## config.mk

```make
export PLATFORM = sky130hd
export DESIGN_NAME = stable_priority_queue
export DESIGN_NICKNAME = d
export VERILOG_FILES = /design/src/sv/spq_pkg.sv /design/src/sv/stable_priority_queue.sv /design/src/sv/spq_cell.sv
export VERILOG_INCLUDE_DIRS = /design/src /design/src/sv
export SDC_FILE = /design/constraint.sdc
export NUM_CORES = 1
export LEC_CHECK = 0
export ABC_AREA = 1
export BUFFER_PORTS_ARGS = -buffer_cell sky130_fd_sc_hd__buf_2
export CORE_ASPECT_RATIO = 0.7
export CORE_MARGIN = 2
export CORE_UTILIZATION = 55
export CTS_CLUSTER_DIAMETER = 30
export CTS_CLUSTER_SIZE = 10
export DETAILED_ROUTE_END_ITERATION = 7
export PLACE_DENSITY = 0.71
export SYNTH_ARGS = -nofsm -noshare
export SYNTH_HDL_FRONTEND = slang
export SYNTH_HIERARCHICAL = 1
export SYNTH_SLANG_ARGS = --single-unit
```

## constraint.sdc

```tcl
create_clock -name clk -period 3.8 [get_ports clk]
set_input_delay 0.57 -clock clk [delete_from_list [all_inputs] [get_ports clk]]
set_output_delay 0.57 -clock clk [all_outputs]
set_load 0.05 [all_outputs]
```

## src/sv/assert_macros.svh

```systemverilog
// ---------------------------------------------------------------------------
// assert_macros.svh
// Concurrent assertion shorthands, clocked on clk and disabled in reset.
// ---------------------------------------------------------------------------
`ifndef ASSERT_MACROS_SVH
`define ASSERT_MACROS_SVH

// Check that a condition holds at every clock edge out of reset.
`define ASSERT_ALWAYS(label, cond, msg) \
    label: assert property (@(posedge clk) disable iff (!rst_n) (cond)) \
        else $error(msg);

// Check that a cause is followed by an effect in the next cycle.
`define ASSERT_NEXT(label, cause, effect, msg) \
    label: assert property (@(posedge clk) disable iff (!rst_n) (cause) |=> (effect)) \
        else $error(msg);

`endif

```

## src/sv/spq_pkg.sv

```systemverilog
// ---------------------------------------------------------------------------
// spq_pkg
// Shared types and constants of the sorted priority queue.
// ---------------------------------------------------------------------------
package spq_pkg;

    localparam int unsigned SPQ_DEPTH = 16;
    localparam int unsigned PRIO_W    = 8;
    localparam int unsigned TAG_W     = 16;
    localparam int unsigned OCC_W     = 5;

    localparam logic KIND_INSERT = 1'b0;
    localparam logic KIND_REMOVE = 1'b1;

    typedef enum logic [1:0] {
        ST_DONE  = 2'd0,
        ST_FULL  = 2'd1,
        ST_EMPTY = 2'd2
    } status_t;

    // Command broadcast to every cell in the chain
    typedef struct packed {
        logic              insert;
        logic              remove;
        logic [PRIO_W-1:0] prio;
        logic [TAG_W-1:0]  tag;
    } spq_cmd_t;

endpackage

```

## src/sv/stable_priority_queue.sv

```systemverilog
// ---------------------------------------------------------------------------
// stable_priority_queue
// Bounded priority queue held sorted in a chain of cells; lower priority
// values leave first, equal values leave in arrival order.
// ---------------------------------------------------------------------------
//  channel  signals                                  direction
//  request  req_valid req_stall kind priority_req    in  (stall out)
//           payload
//  response rsp_valid rsp_stall status out_priority  out (stall in)
//           out_payload occupancy
//
//  One request per cycle while not stalled: every cell compares against the
//  new key at once and the whole chain shifts in the same edge. The response
//  appears in the cycle after its request transfer, in an output register. A
//  request is stalled only while a response waits and rsp_stall is high. Reset
//  empties the queue at once; cell contents need no clearing.
// ---------------------------------------------------------------------------
`include "assert_macros.svh"

module stable_priority_queue
    import spq_pkg::*;
#(
    parameter int unsigned DEPTH = SPQ_DEPTH
)
(
    input  logic              clk,
    input  logic              rst_n,
    input  logic              req_valid,
    output logic              req_stall,
    input  logic              kind,
    input  logic [PRIO_W-1:0] priority_req,
    input  logic [TAG_W-1:0]  payload,
    output logic              rsp_valid,
    input  logic              rsp_stall,
    output logic [1:0]        status,
    output logic [PRIO_W-1:0] out_priority,
    output logic [TAG_W-1:0]  out_payload,
    output logic [OCC_W-1:0]  occupancy
);

    localparam int unsigned CNT_W = $clog2(DEPTH + 1);

    logic [CNT_W-1:0]  count_reg;
    logic [CNT_W-1:0]  count_next;
    logic              rsp_valid_reg;
    logic              rsp_valid_next;
    status_t           status_reg;
    status_t           status_next;
    logic [PRIO_W-1:0] out_prio_reg;
    logic [PRIO_W-1:0] out_prio_next;
    logic [TAG_W-1:0]  out_tag_reg;
    logic [TAG_W-1:0]  out_tag_next;

    logic              accept;
    logic              full;
    logic              empty;
    spq_cmd_t          cmd;

    logic [DEPTH-1:0]  cell_sel;
    logic [DEPTH-1:0]  cell_occ;
    logic [PRIO_W-1:0] cell_prio [DEPTH];
    logic [TAG_W-1:0]  cell_tag  [DEPTH];
    logic [CNT_W+OCC_W-1:0] count_ext;

    assign req_stall = rsp_valid_reg && rsp_stall;
    assign accept    = req_valid && !req_stall;
    assign full      = (count_reg == CNT_W'(DEPTH));
    assign empty     = (count_reg == '0);

    assign cmd.insert = accept && (kind == KIND_INSERT) && !full;
    assign cmd.remove = accept && (kind == KIND_REMOVE) && !empty;
    assign cmd.prio   = priority_req;
    assign cmd.tag    = payload;

    genvar gi;
    generate
        for (gi = 0; gi < DEPTH; gi++)
        begin : g_cell
            logic              l_sel;
            logic [PRIO_W-1:0] l_prio;
            logic [TAG_W-1:0]  l_tag;
            logic [PRIO_W-1:0] r_prio;
            logic [TAG_W-1:0]  r_tag;

            assign cell_occ[gi] = (CNT_W'(gi) < count_reg);

            if (gi == 0)
            begin : g_head
                assign l_sel  = 1'b0;
                assign l_prio = cell_prio[gi];
                assign l_tag  = cell_tag[gi];
            end
            else
            begin : g_body
                assign l_sel  = cell_sel[gi-1];
                assign l_prio = cell_prio[gi-1];
                assign l_tag  = cell_tag[gi-1];
            end

            if (gi == DEPTH - 1)
            begin : g_tail
                assign r_prio = cell_prio[gi];
                assign r_tag  = cell_tag[gi];
            end
            else
            begin : g_link
                assign r_prio = cell_prio[gi+1];
                assign r_tag  = cell_tag[gi+1];
            end

            spq_cell u_cell (
                .clk        (clk),
                .occupied   (cell_occ[gi]),
                .cmd        (cmd),
                .left_sel   (l_sel),
                .left_prio  (l_prio),
                .left_tag   (l_tag),
                .right_prio (r_prio),
                .right_tag  (r_tag),
                .sel        (cell_sel[gi]),
                .prio       (cell_prio[gi]),
                .tag        (cell_tag[gi])
            );
        end
    endgenerate

    always_comb
    begin
        count_next     = count_reg;
        rsp_valid_next = rsp_valid_reg && rsp_stall;
        status_next    = status_reg;
        out_prio_next  = out_prio_reg;
        out_tag_next   = out_tag_reg;
        if (accept)
        begin
            rsp_valid_next = 1'b1;
            status_next    = ST_DONE;
            out_prio_next  = '0;
            out_tag_next   = '0;
            unique case (kind)
                KIND_INSERT:
                begin
                    if (full)
                        status_next = ST_FULL;
                    else
                        count_next = count_reg + CNT_W'(1);
                end
                KIND_REMOVE:
                begin
                    if (empty)
                        status_next = ST_EMPTY;
                    else
                    begin
                        count_next    = count_reg - CNT_W'(1);
                        out_prio_next = cell_prio[0];
                        out_tag_next  = cell_tag[0];
                    end
                end
                default:
                begin
                    status_next = ST_DONE;
                end
            endcase
        end
    end

    always_ff @(posedge clk or negedge rst_n)
    begin
        if (!rst_n)
        begin
            count_reg     <= '0;
            rsp_valid_reg <= 1'b0;
        end
        else
        begin
            count_reg     <= count_next;
            rsp_valid_reg <= rsp_valid_next;
        end
    end

    always_ff @(posedge clk)
    begin
        if (accept)
        begin
            status_reg   <= status_next;
            out_prio_reg <= out_prio_next;
            out_tag_reg  <= out_tag_next;
        end
    end

    // Occupancy reports the count after the transfer, taken modulo 32
    logic [OCC_W-1:0] occ_hold_reg;
    assign count_ext = {{OCC_W{1'b0}}, count_next};

    always_ff @(posedge clk)
    begin
        if (accept)
            occ_hold_reg <= count_ext[OCC_W-1:0];
    end

    assign rsp_valid    = rsp_valid_reg;
    assign status       = status_reg;
    assign out_priority = out_prio_reg;
    assign out_payload  = out_tag_reg;
    assign occupancy    = occ_hold_reg;

    `ASSERT_ALWAYS(a_count_bound, count_reg <= CNT_W'(DEPTH), "entry count exceeds depth")
    `ASSERT_ALWAYS(a_chain_sorted, ((cell_sel << 1) & ~cell_sel) == '0,
        "insert select not monotonic, chain out of order")
    `ASSERT_NEXT(a_rsp_follows, accept, rsp_valid_reg, "request transfer gave no response")
    `ASSERT_NEXT(a_insert_count, cmd.insert, count_reg == $past(count_reg) + CNT_W'(1),
        "insert did not grow the queue")
    `ASSERT_NEXT(a_full_refused, accept && (kind == KIND_INSERT) && full,
        (status_reg == ST_FULL) && (count_reg == CNT_W'(DEPTH)),
        "insert into full queue not refused")

endmodule

```

## src/sv/spq_cell.sv

```systemverilog
// ---------------------------------------------------------------------------
// spq_cell
// One slot of the sorted chain: holds an entry, shifts toward the tail on
// insert and toward the head on remove.
// ---------------------------------------------------------------------------
module spq_cell
    import spq_pkg::*;
(
    input  logic              clk,
    input  logic              occupied,
    input  spq_cmd_t          cmd,
    input  logic              left_sel,
    input  logic [PRIO_W-1:0] left_prio,
    input  logic [TAG_W-1:0]  left_tag,
    input  logic [PRIO_W-1:0] right_prio,
    input  logic [TAG_W-1:0]  right_tag,
    output logic              sel,
    output logic [PRIO_W-1:0] prio,
    output logic [TAG_W-1:0]  tag
);

    logic [PRIO_W-1:0] prio_reg;
    logic [PRIO_W-1:0] prio_next;
    logic [TAG_W-1:0]  tag_reg;
    logic [TAG_W-1:0]  tag_next;

    // Slot lies at or behind the insert point
    assign sel  = !occupied || (prio_reg > cmd.prio);
    assign prio = prio_reg;
    assign tag  = tag_reg;

    always_comb
    begin
        prio_next = prio_reg;
        tag_next  = tag_reg;
        priority if (cmd.insert && sel)
        begin
            if (left_sel)
            begin
                prio_next = left_prio;
                tag_next  = left_tag;
            end
            else
            begin
                prio_next = cmd.prio;
                tag_next  = cmd.tag;
            end
        end
        else if (cmd.remove)
        begin
            prio_next = right_prio;
            tag_next  = right_tag;
        end
        else
        begin
            // hold
            prio_next = prio_reg;
            tag_next  = tag_reg;
        end
    end

    always_ff @(posedge clk)
    begin
        prio_reg <= prio_next;
        tag_reg  <= tag_next;
    end

endmodule

```

==> results of run 1 <==
[metal layers]
metal,global-route usage (%),share of wire [%]
met2,40.3,43
met4,7.86,1.6
met3,5.21,7.8
met1,39.7,47
met5,0,0.0099
[worst paths after layout]
check                             start                  endpoint  slack, ns  depth (start not counted)
max in group asynchronous         rst_n                 rsp_valid       3.35                          2
min reg2reg                   rsp_valid                 rsp_valid       0.51                          2
min                           rsp_stall                 rsp_valid       0.17                          3
max                        count_reg[0]  g_cell[4].u_cell/tag[15]       0.69                         10
min in group asynchronous         rst_n              count_reg[1]       0.29                          2
max reg2reg                count_reg[0]  g_cell[4].u_cell/tag[15]       0.69                         10
[final cells by class]
cell class                 count  share of cell area (%)
sequential                   421                    39.9
multi-input combinational   2198                    41.7
clock inverter                74                    2.73
tap                          674                    2.67
inverter                     233                    2.77
timing repair buffer         121                    2.91
clock buffer                  95                    7.25
[cell families after synthesis]
logic type,count (synthesis),synth area share (%)
simple gates,1617,27.0
flops,421,45.2
buf+inv,398,7.61
mux,272,11.0
compound gates,169,3.19
fa+ha+maj,132,5.92
xor+xnor,4,0.126
other cells,1,0.0134
[stage by stage]
| step | power [W] | hold WS [ns] | utilization [%] | cell area [um^2] |
|---|---|---|---|---|
| detailed placement | 0.0159 | 0.404 | 56.4 | 28400 |
| global placement | 0.0156 | 0.399 | 56.4 | 28400 |
| CTS | 0.0241 | 0.148 | 62.7 | 31600 |
| floorplan | 0.0141 | 0.274 | - | 27900 |
| global route | 0.0254 | 0.180 | 62.7 | 31600 |
| finish | 0.0241 | 0.172 | 62.7 | 31600 |
[layout by cell type, fill, tap and decap left out, types with 2 or more instances in the layout]
cell type / n
buf_4: 46
inv_2: 3
clkinv_16: 2
clkinv_1: 8
clkbuf_16: 91
inv_1: 229
clkinvlp_4: 13
bufinv_16: 13
buf_2: 61
a21oi_1: 32
nor2_4: 2
mux2_2: 272
nor2_2: 16
nand3_1: 394
nand4_1: 19
conb_1: 4
ha_1: 132
clkinv_2: 19
inv_6: 9
nand2_8: 16
dfrtp_1: 6
nor2_1: 59
buf_12: 13
edfxtp_1: 415
nand2_4: 17
nand2_1: 912
clkbuf_1: 4
xor2_1: 3
a21o_1: 16
o21ai_0: 119
clkinv_4: 9
nand2_2: 178
[where the power goes]
part | switching (W) | internal (W)
Sequential | 0.000776 | 0.00669
Clock | 0.00275 | 0.00531
Combinational | 0.00538 | 0.00322
[repair_timing]
item,in CTS,in global routing
hold endpoints to repair,6,0
setup buffers,0,0
setup endpoints to repair,0,0
hold buffers,1,0
[worst max-delay path: cells and delay by family, from the launching register on]
family                     cells  cell delay (ns)
and+or+nand+nor                5             0.80
buffers and inverters          4             1.02
adders and majority gates      1             0.29
DFF                            1             0.62
==> summary.md, run 1 <==
| Metric | Value |
|---|---|
| DR WL/cell | 18.5 um |
| Antenna Cells | 0 |
| Row count | 69 |
| Worst-margin pin slew | 0.795 ns |
| Crit path DAT | 3.42 ns |
| Synth Cell Area | 27900 um^2 |
| Num Clock Sinks | 421 |
| Max Fclk | 322 MHz |
| Post-DP HPWL | 49300 um |
| DRT antenna net count | 0 |
| Max reg flops | 256 |
| Final Critical Period | 3.11 ns |
| Worst hold path type | primary input to flop |
| Clock-pin slew on the worst setup and hold paths | 0.05 ns |
| Initial DRC count | 2407 |
| Final Hold Fails | 0 |
| Area of the multi-input gates | 13200 um^2 |
| DR DRC count | 0 |
| Nature of the critical path endpoint | flop |
| Initial Util | 55.4% |
| Final nets | 3226 |
| First-pass GRT wire length | 114000 um |
| Async SR Flop Fraction | 1.43% |
| Place WS | 0.487 ns |
| Post-synth EDFFs | 415 |
| GR Overflow Total | 0 |
| Finish-stage setup viols | 0 |
| Area contributors post-synth | edfxtp_1 (45%), nand2_1 (12%), mux2_2 (11%) |
| H-tree depth | 3 |
| Ys flop type | edfxtp_1 |
| Reg area | 12600 um^2 |
| All-Layer GR Usage | 26.9% |
| Clock Latency Late Sink | 0.64 ns |
| Slack of the critical path | 0.692 ns |
| Die width | 273 um |
| Root buffer cell | clkbuf_16 |
| Cells after DPL | 3646 |
| Die H | 192 um |
| PD cells | 764 nW/um^2 |
| Non-filler cells in the finished layout | 3816 |
| Crit-path max FO | 54 |
| TritonRoute pass-1 iters | 6 |
| Slowest-stage cell, CP | dfrtp_1 |
| Period utilization | 81.8% |
| Max_slew headroom | 46.5% |
| CP Class | flop to flop |
| Slowest stage delay, CP | 0.62 ns |
| Final Skew | 0.0259 ns |
| Peak supply drop | 0.490 mV |
| Pleak | 14.3 nW |
| Critical Path Start Type | flop |
| CTS tree | done |
| Synth Warn # | 6 |
| Synthesized area per cell | 9.26 um^2 |
| Layout cells sized above 1 | 25.0% |
| Routed WL | 70800 um |
| DIE AREA | 52600 um^2 |
| Fin Setup TNS | 0 ns |
| Boundary Pins | 62 |
| Slew Limit Fails | 0 |
| Clk buf depth | 3 |
| I/O Buffers | 61 |
| #FFs+latches synth | 421 |
| GP Congestion | 0.887 |
| Post-synth top area cell | edfxtp_1 |
| Routed vias | 22000 |
| Status | completed |
| Top post-synthesis cells by count | nand2_1 (912), edfxtp_1 (415), nand3_1 (394) |
| Total CTS buffers | 90 |
| Vias in the first global route | 22000 |
| Yosys cell types | 33 |
| Vias per Instance | 5.77 |
| Largest net degree at the start of global routing | 77 |
| Filler Cells Inserted | 4102 |
| Area delta synth->final | 13.2% |
| Resize count post-CTS | 0 |
| Initial antenna violation count | 1 |
| Seq/Total Area, Yosys | 45.2% |
| Mapped Cells | 3014 |
| Most frequent cell after synthesis | nand2_1 |
| Synth top area share | 44.6% |
| CORE AREA | 50400 um^2 |
| RSZ-0062 raised after global routing | false |
| Max-cap viol count | 0 |
| Worst path cell trace | clkinv_1, buf_4, ha_1, nand3_1, nand2_1, nor2_4, buf_12, nand2_8, nand2_1, buf_4 |
| Worst EP required | 4.11 ns |
Note: power is estimated with default switching activity, not from simulation.
==> inputs of run 2 (changes only) <==
Settings changed: PLACE_DENSITY 0.71 to 0.74.
Clock period 3.8 ns to 2.5 ns, I/O delays scaled along.
==> summary.md, run 2 (synthesized netlist as in run 1, its figures left out) <==
| Metric | Value |
|---|---|
| Status | completed (unchanged) |
| I/O Buffers | 61 (unchanged) |
| Worst EP required | 2.86 ns (was 4.11 ns) |
| CTS tree | done (unchanged) |
| Worst R2R Start | count_reg[2] (was count_reg[0]) |
| GR Overflow Total | 0 (unchanged) |
| Clk buf depth | 3 (unchanged) |
| Psw | 0.0140 W (was 0.00891 W) |
| Max Fclk | 409 MHz (was 322 MHz) |
| Clock-pin slew on the worst setup and hold paths | 0.05 ns (about the same) |
| CORE AREA | 50400 um^2 (unchanged) |
| Antenna Cells | 0 (unchanged) |
| Area delta synth->final | 19.3% (was 13.2%) |
| Peak supply drop | 0.754 mV (was 0.490 mV) |
| Clock Latency Late Sink | 0.62 ns (was 0.64 ns) |
| Post-DP HPWL | 52900 um (was 49300 um) |
| Most common cell after layout, fill and taps aside | nand2_1 (unchanged) |
| Crit-path max FO | 27 (was 54) |
| Initial Util | 55.4% (unchanged) |
| Sequential power share | 28.9% (was 30.9%) |
| Total CTS buffers | 89 (was 90) |
| GP Congestion | 0.923 (was 0.887) |
| PD cells | 1180 nW/um^2 (was 764 nW/um^2) |
| Final Skew | 0.0267 ns (was 0.0259 ns) |
| Period utilization | 97.8% (was 81.8%) |
| Most frequent cells in the layout | nand2_1 (895), edfxtp_1 (415), nand3_1 (394), mux2_2 (272), inv_1 (228) (was nand2_1 (912), edfxtp_1 (415), nand3_1 (394), mux2_2 (272), inv_1 (229)) |
| Worst hold path type | primary input to asynchronous set/reset pin (was primary input to flop) |
| Root buffer cell | clkbuf_16 (unchanged) |
| Num Clock Sinks | 421 (unchanged) |
| CP Class | flop to flop (unchanged) |
| DRT antenna net count | 0 (unchanged) |
| Final nets | 3339 (was 3226) |
| Initial DRC count | 2484 (was 2407) |
| Nature of the critical path endpoint | flop (unchanged) |
| RSZ-0062 raised after global routing | false (unchanged) |
| Max reg flops | 256 (unchanged) |
| Routed WL | 75300 um (was 70800 um) |
| Slew Limit Fails | 0 (unchanged) |
| DIE AREA | 52600 um^2 (unchanged) |
| Final Critical Period | 2.45 ns (was 3.11 ns) |
| R2R setup slack | 0.05 ns (was 0.69 ns) |
| Comb pwr share | 38.5% (was 35.6%) |
| Initial antenna violation count | 0 (was 1) |
| Slack of the critical path | 0.0541 ns (was 0.692 ns) |
| First-pass GRT wire length | 121000 um (was 114000 um) |
| FF-to-FF End | g_cell[9].u_cell/tag[10] (was g_cell[4].u_cell/tag[15]) |
| Vias per Instance | 5.84 (was 5.77) |
| Die width | 273 um (unchanged) |
| Place WS | -0.199 ns (was 0.487 ns) |
| Internal cell power | 0.0251 W (was 0.0152 W) |
| Fin Setup TNS | 0 ns (unchanged) |
| Worst reg2reg path depth | 9 (was 10) |
| Pleak | 15.1 nW (was 14.3 nW) |
| Filler Cells Inserted | 3735 (was 4102) |
| Finish-stage setup viols | 0 (unchanged) |
| All-Layer GR Usage | 28.7% (was 26.9%) |
| Crit path DAT | 2.81 ns (was 3.42 ns) |
| H-tree depth | 3 (unchanged) |
| Row count | 69 (unchanged) |
| Sw frac | 35.9% (was 36.9%) |
| Clock network fraction of design power | 32.6% (was 33.4%) |
| Routed vias | 22900 (was 22000) |
| Layout cells sized above 1 | 27.9% (was 25.0%) |
| Boundary Pins | 62 (unchanged) |
| DR WL/cell | 19.2 um (was 18.5 um) |
| Vias in the first global route | 22900 (was 22000) |
| Largest net degree at the start of global routing | 66 (was 77) |
| DR DRC count | 0 (unchanged) |
| Die H | 192 um (unchanged) |
| TritonRoute pass-1 iters | 5 (was 6) |
| Critical Path Start Type | flop (unchanged) |
| Max-cap viol count | 0 (unchanged) |
| Final Hold Fails | 0 (unchanged) |
[run 2: worst max-delay path, cell delays in order, from the launching register on]
cell and delay (ns):
dfrtp_2 0.48, nor2_2 0.23, buf_4 0.16, nand2_1 0.04
nand2_1 0.20, nand2_1 0.24, nand2_8 0.27, mux2_2 0.38
nand3_1 0.10, nand2_1 0.06
[run 2: layer usage]
metal	track usage (%)	wire (um)	share of wire (%)	up-vias
met5	0	0	0	-
met4	7.69	1340	1.8	0
met3	6.11	7420	9.9	141
met2	44.1	33300	44	1155
met1	41.3	33200	44	11100
li1	-	-	-	10600
[run 2: worst max path at each step]
stage | from | endpoint | slack [ns] | cells after the start
floorplan | rsp_valid | g_cell[12].u_cell/prio[0] | -0.40 | 9
global placement | priority_req[5] | g_cell[10].u_cell/prio[5] | -0.10 | 15
detailed placement | priority_req[5] | g_cell[10].u_cell/prio[7] | -0.20 | 15
CTS | count_reg[2] | g_cell[11].u_cell/prio[4] | 0.02 | 8
global route | g_cell[5].u_cell/prio[5] | g_cell[6].u_cell/prio[7] | 0.004 | 12
finish | count_reg[2] | g_cell[9].u_cell/tag[10] | 0.05 | 9
[run 2: cell type report]
type	count	area, um^2	share of cell area, %
multi-input cells	2199	13600	40.7
flip-flops and latches	421	12600	37.9
clock buffers	102	2320	6.96
repair buffers	234	2170	6.51
clock inverters	64	906	2.72
inverters	233	880	2.64
well taps	674	843	2.53
[run 2: what timing repair did]
action,in CTS,in global routing
resized for setup,7,20
setup endpoints to repair,44,220
setup buffers,0,1
gates cloned,1,0
hold buffers,3,0
pin swaps,1,0
hold endpoints to repair,7,0
[run 2: per-stage QoR]
stage | hold WS, ns | cell area [um^2] | total power, W | util (%) | cells
after floorplan | 0.0794 | 28200 | 0.0216 | - | 3017
after global placement | 0.200 | 29900 | 0.0251 | 59.3 | 3756
after detailed placement | 0.209 | 29900 | 0.0257 | 59.3 | 3756
after CTS | 0.0889 | 33200 | 0.0388 | 65.8 | 3926
after global routing | 0.111 | 33300 | 0.0410 | 66.1 | 3927
final | 0.108 | 33300 | 0.0391 | 66.1 | 3927
[run 2: power groups by stage]
stage / registers [W] / clock network [W] / logic, W
after detailed placement: 0.0114 / 0 / 0.0143
after CTS: 0.0113 / 0.0129 / 0.0147
after floorplan: 0.0112 / 0 / 0.0104
final: 0.0113 / 0.0128 / 0.0151
after global routing: 0.0114 / 0.0132 / 0.0164
after global placement: 0.0113 / 0 / 0.0138
